[src/rtl/core/traffic_phase_sequencer_ped_request_assert.svh]
// Assertion macros for the traffic phase sequencer.
// Included by the modules that check their own logic; no other dependencies.
`ifndef TRAFFIC_PHASE_SEQUENCER_PED_REQUEST_ASSERT_SVH
`define TRAFFIC_PHASE_SEQUENCER_PED_REQUEST_ASSERT_SVH

`ifndef SYNTHESIS

// antecedent implies consequent in the same cycle
`define TPS_ASSERT_IMP(label, clk, rstn, ante, cons) \
    label: assert property (@(posedge clk) disable iff (!(rstn)) (ante) |-> (cons)) \
        else $error("tps assertion failed");

// antecedent implies consequent in the next cycle
`define TPS_ASSERT_NXT(label, clk, rstn, ante, cons) \
    label: assert property (@(posedge clk) disable iff (!(rstn)) (ante) |=> (cons)) \
        else $error("tps assertion failed");

`else

`define TPS_ASSERT_IMP(label, clk, rstn, ante, cons)
`define TPS_ASSERT_NXT(label, clk, rstn, ante, cons)

`endif

`endif

[src/rtl/core/tps_pkg.sv]
// Shared types, constants and phase tables for the traffic phase sequencer.
// No dependencies.
package tps_pkg;

    localparam int COUNT_WIDTH = 12;
    localparam int NUM_PHASES  = 6;
    localparam int BASE_W      = 12;
    localparam int ADJ_W       = 11;
    localparam int CFG_IDX_W   = 3;
    localparam int CFG_DATA_W  = 12;
    localparam int LAMP_W      = 2;
    localparam int PIDX_W      = 3;
    localparam int SUM_W       = ((BASE_W > COUNT_WIDTH) ? BASE_W : COUNT_WIDTH) + 2;

    localparam logic [COUNT_WIDTH-1:0] COUNT_MAX = {COUNT_WIDTH{1'b1}};

    // register indexes
    localparam logic [CFG_IDX_W-1:0] REG_PHASE_ONE   = 3'd0;
    localparam logic [CFG_IDX_W-1:0] REG_PHASE_TWO   = 3'd1;
    localparam logic [CFG_IDX_W-1:0] REG_PHASE_THREE = 3'd2;
    localparam logic [CFG_IDX_W-1:0] REG_PHASE_FOUR  = 3'd3;
    localparam logic [CFG_IDX_W-1:0] REG_PHASE_FIVE  = 3'd4;
    localparam logic [CFG_IDX_W-1:0] REG_PHASE_SIX   = 3'd5;
    localparam logic [CFG_IDX_W-1:0] REG_LONG_ADJ    = 3'd6;
    localparam logic [CFG_IDX_W-1:0] REG_SHORT_ADJ   = 3'd7;

    // register reset values
    localparam logic [BASE_W-1:0] RST_PHASE_ONE   = 12'd100;
    localparam logic [BASE_W-1:0] RST_PHASE_TWO   = 12'd200;
    localparam logic [BASE_W-1:0] RST_PHASE_THREE = 12'd200;
    localparam logic [BASE_W-1:0] RST_PHASE_FOUR  = 12'd100;
    localparam logic [BASE_W-1:0] RST_PHASE_FIVE  = 12'd200;
    localparam logic [BASE_W-1:0] RST_PHASE_SIX   = 12'd200;
    localparam logic [ADJ_W-1:0]  RST_LONG_ADJ    = 11'd75;
    localparam logic [ADJ_W-1:0]  RST_SHORT_ADJ   = 11'd25;

    // lamp colors
    localparam logic [LAMP_W-1:0] LAMP_RED    = 2'd0;
    localparam logic [LAMP_W-1:0] LAMP_YELLOW = 2'd1;
    localparam logic [LAMP_W-1:0] LAMP_GREEN  = 2'd2;

    typedef enum logic [NUM_PHASES-1:0] {
        PH_ALL_RED_A    = 6'b000001,
        PH_CROSS_GREEN  = 6'b000010,
        PH_CROSS_YELLOW = 6'b000100,
        PH_ALL_RED_B    = 6'b001000,
        PH_MAIN_GREEN   = 6'b010000,
        PH_MAIN_YELLOW  = 6'b100000
    } phase_t;

    typedef enum logic [1:0] {
        ADJ_NONE      = 2'd0,
        ADJ_ADD_LONG  = 2'd1,
        ADJ_SUB_LONG  = 2'd2,
        ADJ_SUB_SHORT = 2'd3
    } adj_t;

    typedef struct packed {
        logic [LAMP_W-1:0] main_lamp;
        logic [LAMP_W-1:0] cross_lamp;
        logic              walk_on;
        logic [PIDX_W-1:0] phase_index;
    } lamp_out_t;

    function automatic phase_t next_phase(input phase_t ph);
        phase_t nxt;
        unique case (ph)
            PH_ALL_RED_A:    nxt = PH_CROSS_GREEN;
            PH_CROSS_GREEN:  nxt = PH_CROSS_YELLOW;
            PH_CROSS_YELLOW: nxt = PH_ALL_RED_B;
            PH_ALL_RED_B:    nxt = PH_MAIN_GREEN;
            PH_MAIN_GREEN:   nxt = PH_MAIN_YELLOW;
            default:         nxt = PH_ALL_RED_A;
        endcase
        return nxt;
    endfunction

    // phases whose pending adjustment a request during this phase sets
    function automatic logic [NUM_PHASES-1:0] press_mask(input phase_t ph);
        logic [NUM_PHASES-1:0] m;
        unique case (ph)
            PH_ALL_RED_A:    m = 6'b011110;
            PH_CROSS_GREEN:  m = 6'b011100;
            PH_CROSS_YELLOW: m = 6'b011000;
            PH_ALL_RED_B:    m = 6'b010000;
            PH_MAIN_GREEN:   m = 6'b101111;
            PH_MAIN_YELLOW:  m = 6'b011111;
            default:         m = '0;
        endcase
        return m;
    endfunction

    // each phase always gets the same kind of adjustment
    function automatic adj_t phase_adj(input phase_t ph);
        adj_t a;
        unique case (ph)
            PH_ALL_RED_A, PH_ALL_RED_B:                      a = ADJ_SUB_SHORT;
            PH_CROSS_GREEN, PH_CROSS_YELLOW, PH_MAIN_YELLOW: a = ADJ_SUB_LONG;
            PH_MAIN_GREEN:                                   a = ADJ_ADD_LONG;
            default:                                         a = ADJ_NONE;
        endcase
        return a;
    endfunction

    function automatic lamp_out_t phase_lamps(input phase_t ph);
        lamp_out_t o;
        o = '{main_lamp: LAMP_RED, cross_lamp: LAMP_RED, walk_on: 1'b0, phase_index: '0};
        unique case (ph)
            PH_ALL_RED_A:    o.phase_index = 3'd0;
            PH_CROSS_GREEN: begin
                o.cross_lamp  = LAMP_GREEN;
                o.phase_index = 3'd1;
            end
            PH_CROSS_YELLOW: begin
                o.cross_lamp  = LAMP_YELLOW;
                o.phase_index = 3'd2;
            end
            PH_ALL_RED_B:    o.phase_index = 3'd3;
            PH_MAIN_GREEN: begin
                o.main_lamp   = LAMP_GREEN;
                o.walk_on     = 1'b1;
                o.phase_index = 3'd4;
            end
            PH_MAIN_YELLOW: begin
                o.main_lamp   = LAMP_YELLOW;
                o.phase_index = 3'd5;
            end
            default:         o.phase_index = '0;
        endcase
        return o;
    endfunction

    // base plus adjustment, clamped to 1 .. COUNT_MAX
    function automatic logic [COUNT_WIDTH-1:0] latch_len(
        input logic [BASE_W-1:0] base,
        input adj_t              adj,
        input logic [ADJ_W-1:0]  long_adj,
        input logic [ADJ_W-1:0]  short_adj
    );
        logic signed [SUM_W-1:0] len;
        logic [COUNT_WIDTH-1:0]  res;
        len = SUM_W'(base);
        unique case (adj)
            ADJ_ADD_LONG:  len = len + SUM_W'(long_adj);
            ADJ_SUB_LONG:  len = len - SUM_W'(long_adj);
            ADJ_SUB_SHORT: len = len - SUM_W'(short_adj);
            default:       len = len;
        endcase
        if (len < $signed(SUM_W'(1))) begin
            res = COUNT_WIDTH'(1);
        end else if (len > $signed(SUM_W'(COUNT_MAX))) begin
            res = COUNT_MAX;
        end else begin
            res = len[COUNT_WIDTH-1:0];
        end
        return res;
    endfunction

endpackage

[src/rtl/core/traffic_phase_sequencer_ped_request.sv]
// The result of an accepted tick request appears on the m_ side in the next cycle.
// Throughput: one tick per cycle; the phase state updates in the accept cycle and
// the result sits in an output register, so input stalls only when that register
// is full and not being taken.
// Reset (aresetn low, synchronous): phase one, tick count zero, no pending
// adjustments, registers at their defaults, output empty.
`include "traffic_phase_sequencer_ped_request_assert.svh"

module traffic_phase_sequencer_ped_request (
    input  logic                              aclk,
    input  logic                              aresetn,
    // configuration
    input  logic                              cfg_we,
    input  logic [tps_pkg::CFG_IDX_W-1:0]     cfg_index,
    input  logic [tps_pkg::CFG_DATA_W-1:0]    cfg_wdata,
    // tick requests
    input  logic                              s_valid,
    output logic                              s_ready,
    input  logic                              s_ped_button,
    // results
    output logic                              m_valid,
    input  logic                              m_ready,
    output logic [tps_pkg::LAMP_W-1:0]        m_main_lamp,
    output logic [tps_pkg::LAMP_W-1:0]        m_cross_lamp,
    output logic                              m_walk_on,
    output logic [tps_pkg::PIDX_W-1:0]        m_phase_index,
    output logic                              m_phase_end
);
    import tps_pkg::*;

    logic [BASE_W-1:0]      base_len_reg [NUM_PHASES];
    logic [ADJ_W-1:0]       long_adj_reg;
    logic [ADJ_W-1:0]       short_adj_reg;

    phase_t                 phase_reg, phase_next;
    logic [COUNT_WIDTH-1:0] tick_count_reg, tick_count_next;
    logic [COUNT_WIDTH-1:0] phase_length_reg, phase_length_next;
    logic [NUM_PHASES-1:0]  pend_reg, pend_next;

    logic                   m_valid_reg;
    lamp_out_t              lamps_reg;
    logic                   phase_end_reg;

    logic                   s_fire;
    logic [COUNT_WIDTH-1:0] tick_inc;
    logic                   done;
    logic [NUM_PHASES-1:0]  pend_press;
    phase_t                 adv_phase;
    logic [BASE_W-1:0]      adv_base;
    logic                   adv_pend;

    assign s_ready = !m_valid_reg || m_ready;
    assign s_fire  = s_valid && s_ready;

    always_comb begin
        tick_inc   = tick_count_reg + COUNT_WIDTH'(1);
        // a stray phase code ends the phase at once
        done       = (tick_inc >= phase_length_reg) || (tick_inc == '0) || !$onehot(phase_reg);
        pend_press = pend_reg | (s_ped_button ? press_mask(phase_reg) : '0);
        adv_phase  = next_phase(phase_reg);

        adv_base = base_len_reg[0];
        adv_pend = pend_press[0];
        for (int i = 0; i < NUM_PHASES; i++) begin
            if (adv_phase[i]) begin
                adv_base = base_len_reg[i];
                adv_pend = pend_press[i];
            end
        end

        phase_next        = phase_reg;
        tick_count_next   = tick_inc;
        phase_length_next = phase_length_reg;
        pend_next         = pend_press;
        if (done) begin
            pend_next         = pend_press & ~phase_reg;
            phase_next        = adv_phase;
            tick_count_next   = '0;
            phase_length_next = latch_len(adv_base, adv_pend ? phase_adj(adv_phase) : ADJ_NONE,
                                          long_adj_reg, short_adj_reg);
        end
    end

    // configuration registers
    always_ff @(posedge aclk) begin
        if (!aresetn) begin
            base_len_reg[0] <= RST_PHASE_ONE;
            base_len_reg[1] <= RST_PHASE_TWO;
            base_len_reg[2] <= RST_PHASE_THREE;
            base_len_reg[3] <= RST_PHASE_FOUR;
            base_len_reg[4] <= RST_PHASE_FIVE;
            base_len_reg[5] <= RST_PHASE_SIX;
            long_adj_reg    <= RST_LONG_ADJ;
            short_adj_reg   <= RST_SHORT_ADJ;
        end else if (cfg_we) begin
            unique case (cfg_index)
                REG_PHASE_ONE:   base_len_reg[0] <= cfg_wdata[BASE_W-1:0];
                REG_PHASE_TWO:   base_len_reg[1] <= cfg_wdata[BASE_W-1:0];
                REG_PHASE_THREE: base_len_reg[2] <= cfg_wdata[BASE_W-1:0];
                REG_PHASE_FOUR:  base_len_reg[3] <= cfg_wdata[BASE_W-1:0];
                REG_PHASE_FIVE:  base_len_reg[4] <= cfg_wdata[BASE_W-1:0];
                REG_PHASE_SIX:   base_len_reg[5] <= cfg_wdata[BASE_W-1:0];
                REG_LONG_ADJ:    long_adj_reg    <= cfg_wdata[ADJ_W-1:0];
                REG_SHORT_ADJ:   short_adj_reg   <= cfg_wdata[ADJ_W-1:0];
                default:         long_adj_reg    <= long_adj_reg;
            endcase
        end
    end

    // phase state
    always_ff @(posedge aclk) begin
        if (!aresetn) begin
            phase_reg        <= PH_ALL_RED_A;
            tick_count_reg   <= '0;
            phase_length_reg <= COUNT_WIDTH'(RST_PHASE_ONE);
            pend_reg         <= '0;
        end else if (s_fire) begin
            phase_reg        <= phase_next;
            tick_count_reg   <= tick_count_next;
            phase_length_reg <= phase_length_next;
            pend_reg         <= pend_next;
        end
    end

    // output register
    always_ff @(posedge aclk) begin
        if (!aresetn) begin
            m_valid_reg <= 1'b0;
        end else if (s_ready) begin
            m_valid_reg <= s_valid;
        end
    end

    always_ff @(posedge aclk) begin
        if (s_fire) begin
            lamps_reg     <= phase_lamps(phase_reg);
            phase_end_reg <= done;
        end
    end

    assign m_valid       = m_valid_reg;
    assign m_main_lamp   = lamps_reg.main_lamp;
    assign m_cross_lamp  = lamps_reg.cross_lamp;
    assign m_walk_on     = lamps_reg.walk_on;
    assign m_phase_index = lamps_reg.phase_index;
    assign m_phase_end   = phase_end_reg;

    `TPS_ASSERT_NXT(a_done_restarts_count, aclk, aresetn, s_fire && done, tick_count_reg == '0)
    `TPS_ASSERT_NXT(a_phase_holds, aclk, aresetn, s_fire && !done, $stable(phase_reg))
    `TPS_ASSERT_IMP(a_length_nonzero, aclk, aresetn, 1'b1, phase_length_reg != '0)
    `TPS_ASSERT_NXT(a_fire_gives_result, aclk, aresetn, s_fire, m_valid_reg)

endmodule
[config.mk]
export PLATFORM = sky130hd
export DESIGN_NAME = traffic_phase_sequencer_ped_request
export DESIGN_NICKNAME = d
export VERILOG_FILES = /design/src/rtl/core/tps_pkg.sv /design/src/rtl/core/traffic_phase_sequencer_ped_request.sv
export VERILOG_INCLUDE_DIRS = /design/src /design/src/rtl/core
export SDC_FILE = /design/constraint.sdc
export NUM_CORES = 1
export LEC_CHECK = 0
export BUFFER_PORTS_ARGS = -buffer_cell sky130_fd_sc_hd__buf_4
export CAP_MARGIN = 20
export CORE_AREA = 2 2 161 163
export CTS_CLUSTER_DIAMETER = 80
export CTS_CLUSTER_SIZE = 30
export DETAILED_ROUTE_END_ITERATION = 10
export DIE_AREA = 0 0 163 165
export RECOVER_POWER = 50
export REMOVE_ABC_BUFFERS = 1
export SYNTH_ARGS = -nofsm -noshare
export SYNTH_HDL_FRONTEND = slang
export SYNTH_SLANG_ARGS = --single-unit
[constraint.sdc]
create_clock -name aclk -period 7.74 [get_ports aclk]
set_input_delay 0 -clock aclk [delete_from_list [all_inputs] [get_ports aclk]]
set_output_delay 0 -clock aclk [all_outputs]
set_load 0.05 [all_outputs]
==> summary.txt <==
Timing
  – Worst slew pin tran: 2269 ps
  – Rel. slew slack: -51.28%
  – Final Cycle Share: between 70 and 80%
  – Fin crit period: between 5000 and 6000 ps
  – Hold slack: between 80 and 90 ps
  – Setup TNS: 0 ps
  – Worst-case clock skew: between 15 and 20 ps
  – Hold Fails Final Rpt: 0
  – RSZ-0062 raised after global routing: no
  – Final Max Slew Viols: 39
  – Final setup vio count: 0
  – Max Freq: 179.0 MHz

Cells and area
  – Fin area: approximately 0.010 mm^2
  – Largest register FFs: 72
  – Ant diodes: 0
  – Fill cell count: about 2500
  – Synth-to-layout area growth: 14.27%
  – Fraction of layout cells with a size suffix above 1: under 10%
  – Area of the multi-input gates: around 0.0047 mm^2
  – Sequential Area: roughly 0.0036 mm^2
  – Nets@finish: about 1100

Floorplan
  – Ports: 32
  – Core Footprint: ~0.025 mm^2
  – Rows: between 50 and 60
  – Die width: approximately 160 um
  – DIE HEIGHT: between 150 and 200 um
  – Initial Util: between 30% and 40%
  – Area of the die: about 0.027 mm^2

Critical path
  – Crit path cell chain: inv_1 -> ha_1 -> or3b_4 -> or3b_1 -> o221ai_1 -> inv_1 -> ha_1 -> nand2b_1 -> a2111oi_0 -> nor3_1 -> o41a_1 -> o21bai_1 -> and2_1 -> nor2_1 -> a21o_1 -> o31ai_2
  – FF-to-FF setup slack: 2150 ps
  – Critical Path Fanout Max: 15
  – Worst R2R End: phase_length_reg[0]$_SDFFE_PN0P_
  – Slowest library cell on the worst path: or3b_1
  – Crit Path Category: reg2reg
  – Top Family by Delay on Critical Path: compound AO/OA/AOI/OAI gates
  – Crit start category: flop
  – Critical R2R Launch: phase_reg[0]$_SDFFE_PN1P_
  – Crit path buf inv count: 2
  – Worst EP arrival: between 5000 and 6000 ps
  – Worst setup path endpoint: phase_length_reg[0]$_SDFFE_PN0P_
  – Worst setup startpoint: phase_reg[0]$_SDFFE_PN1P_
  – Worst Path Required: between 8000 and 9000 ps
  – Worst Setup End Kind: flop
  – WP depth: 16
  – R2R cell count: 16
  – Highest cell delay on the worst timing path: approximately 700 ps

Detailed routing
  – Initial DRC count: about 730
  – Met3 WL: ~1.1 mm
  – Final WL: 24.37 mm
  – DR WL met2: between 10 and 15 mm
  – Via count: 7281
  – Avg WL per Cell: 18.24 um
  – Detail Route Antenna Nets: 0
  – Top sig layer: met4
  – Drt drc: 0
  – Drt pass-1 iters: 5
  – Routed metal-1 wire length: between 10 and 15 mm
  – Vias per inst: around 5.4

Clock tree
  – Clock-pin slew on the worst setup and hold paths: ~70 ps
  – Worst-Skew Late Latency: around 430 ps
  – Post-cts resize count: 0
  – CTS Sinks: 140
  – Root Buffer: clkbuf_16
  – CTS Buf Count: 17
  – CTS tree: yes
  – H-Tree Depth: 4
  – Postcts setup bufs: 0
  – Hold_buf cts: 17
  – Max clock buf depth: 2

Global routing
  – Vias in the first global route: a little under 7000
  – Antenna violations before repair: 0
  – First-pass GRT wire length: between 30 and 40 mm
  – Largest net degree at the start of global routing: 39
  – GRT overflow: 0
  – Aggregate global-route resource usage: 18.76%

Synth
  – Seq/Total Area, Yosys: a little over 40%
  – Synth Warn #: 0
  – EDFF count, synth: 81
  – Synth area leaders: edfxtp_1, dfxtp_1, ha_1
  – Leading area contributor after synthesis: edfxtp_1
  – Synth Cell Area: 0.008726 mm^2
  – Syn_area_per_cell: between 9 and 10 um^2
  – Commonest cells post-synth: nand2_1, edfxtp_1, inv_1
  – Yosys reg bits: 140
  – Async set-reset flop share out of synthesis: 0%
  – Ys flop type: edfxtp_1
  – Count of different cell masters after synthesis: 81
  – Post-synth top area share: between 20% and 30%
  – Post-Synthesis Cells: between 900 and 1000
  – Top-count cell post-synth: nand2_1

Power and ir drop
  – Lkg Pwr: ~3.8 nW
  – Overall power: around 2.8 mW
  – Power density over the cells: between 200 and 300 mW/mm^2
  – Max IR drop VDD: ~0.00015 V

Hold path
  – Hold Path Class: in2reg

Placement
  – DP Area: roughly 0.0093 mm^2
  – Port buffer count: 31
  – DPL Wire Length: ~18 mm
  – GPL Wtd Cong: approximately 0.92

Outcome
  – Failing checks: max-capacitance violations, max-slew violations
  – Status: complete, but fails checks

Job
  – Max Cap Viol: 1
placed cells by master, fill, tap and decap left out, types with 20 or more instances in the layout:
| cell | synthesis | final |
|---|---|---|
| nand2_1 | 87 | 87 |
| a21oi_1 | 61 | 61 |
| dfxtp_1 | 59 | 59 |
| xnor2_1 | 20 | 20 |
| edfxtp_1 | 81 | 81 |
| clkbuf_1 | 37 | 22 |
| o22ai_1 | 26 | 26 |
| or3_1 | 25 | 25 |
| nand3_1 | 20 | 20 |
| and2_1 | 64 | 59 |
| ha_1 | 50 | 50 |
| inv_1 | 69 | 69 |
| nor2_1 | 64 | 64 |
| o21ai_0 | 49 | 49 |
| buf_4 | 0 | 24 |
cells by family after synthesis:
group | synth area share [%]
buffers and inverters | 5.363
flip-flops | 41.41
adder cells (fa/ha/maj) | 8.546
XOR/XNOR | 3.312
AO/OA/AOI/OAI | 19.50
multiplexers | 0.4732
AND/OR/NAND/NOR | 21.39
layer usage:
metal	up-vias	global-route usage (%)
li1	3536	-
met1	3523	25.81
met2	196	30.62
met3	26	3.014
met4	0	5.149
met5	-	0
layout make-up:
cell class,instances,area share [%]
Clock buffer,17,4.267
Clock inverter,15,1.694
Timing Repair Buffer,63,4.342
Sequential cell,140,36.24
Tap cell,330,4.141
Multi-Input combinational cell,701,46.68
Inverter,70,2.635
power breakdown:
| group | total [mW] | leakage, nW | switching [mW] | internal (mW) |
|---|---|---|---|---|
| Combinational | 1.07 | 2.27 | 0.660 | 0.408 |
| Sequential | 0.861 | 1.27 | 0.0237 | 0.837 |
| Clock | 0.831 | 0.296 | 0.369 | 0.462 |
| Total | 2.76 | 3.84 | 1.05 | 1.71 |
how the worst min path moves through the flow:
stage	cells past startpoint	from	endpoint
after detailed placement	3	s_valid	m_valid$_SDFFE_PN0N_
after global routing	3	cfg_we	base_len_reg[3][5]$_SDFFCE_PN1P_
after global placement	3	s_valid	m_valid$_SDFFE_PN0N_
final	3	cfg_we	base_len_reg[3][5]$_SDFFCE_PN1P_
after floorplan	1	aresetn	long_adj_reg[0]$_SDFFE_PN1P_
after CTS	3	cfg_we	base_len_reg[3][5]$_SDFFCE_PN1P_
tightest hold or removal path: stages:
cell,delay (ps)
buf_4,120
nand3_1,160
or3_1,130
stage by stage:
stage / util (%) / instances / worst slack (ps)
finish: 39.83 / 1336 / 2152
global route: 39.83 / 1336 / 1764
CTS: 40.12 / 1334 / 2254
detailed placement: 37.07 / 1285 / 2263
global placement: 36.95 / 1282 / 2291
floorplan: - / 911 / 3153
Note: power is estimated with default switching activity, not from simulation.
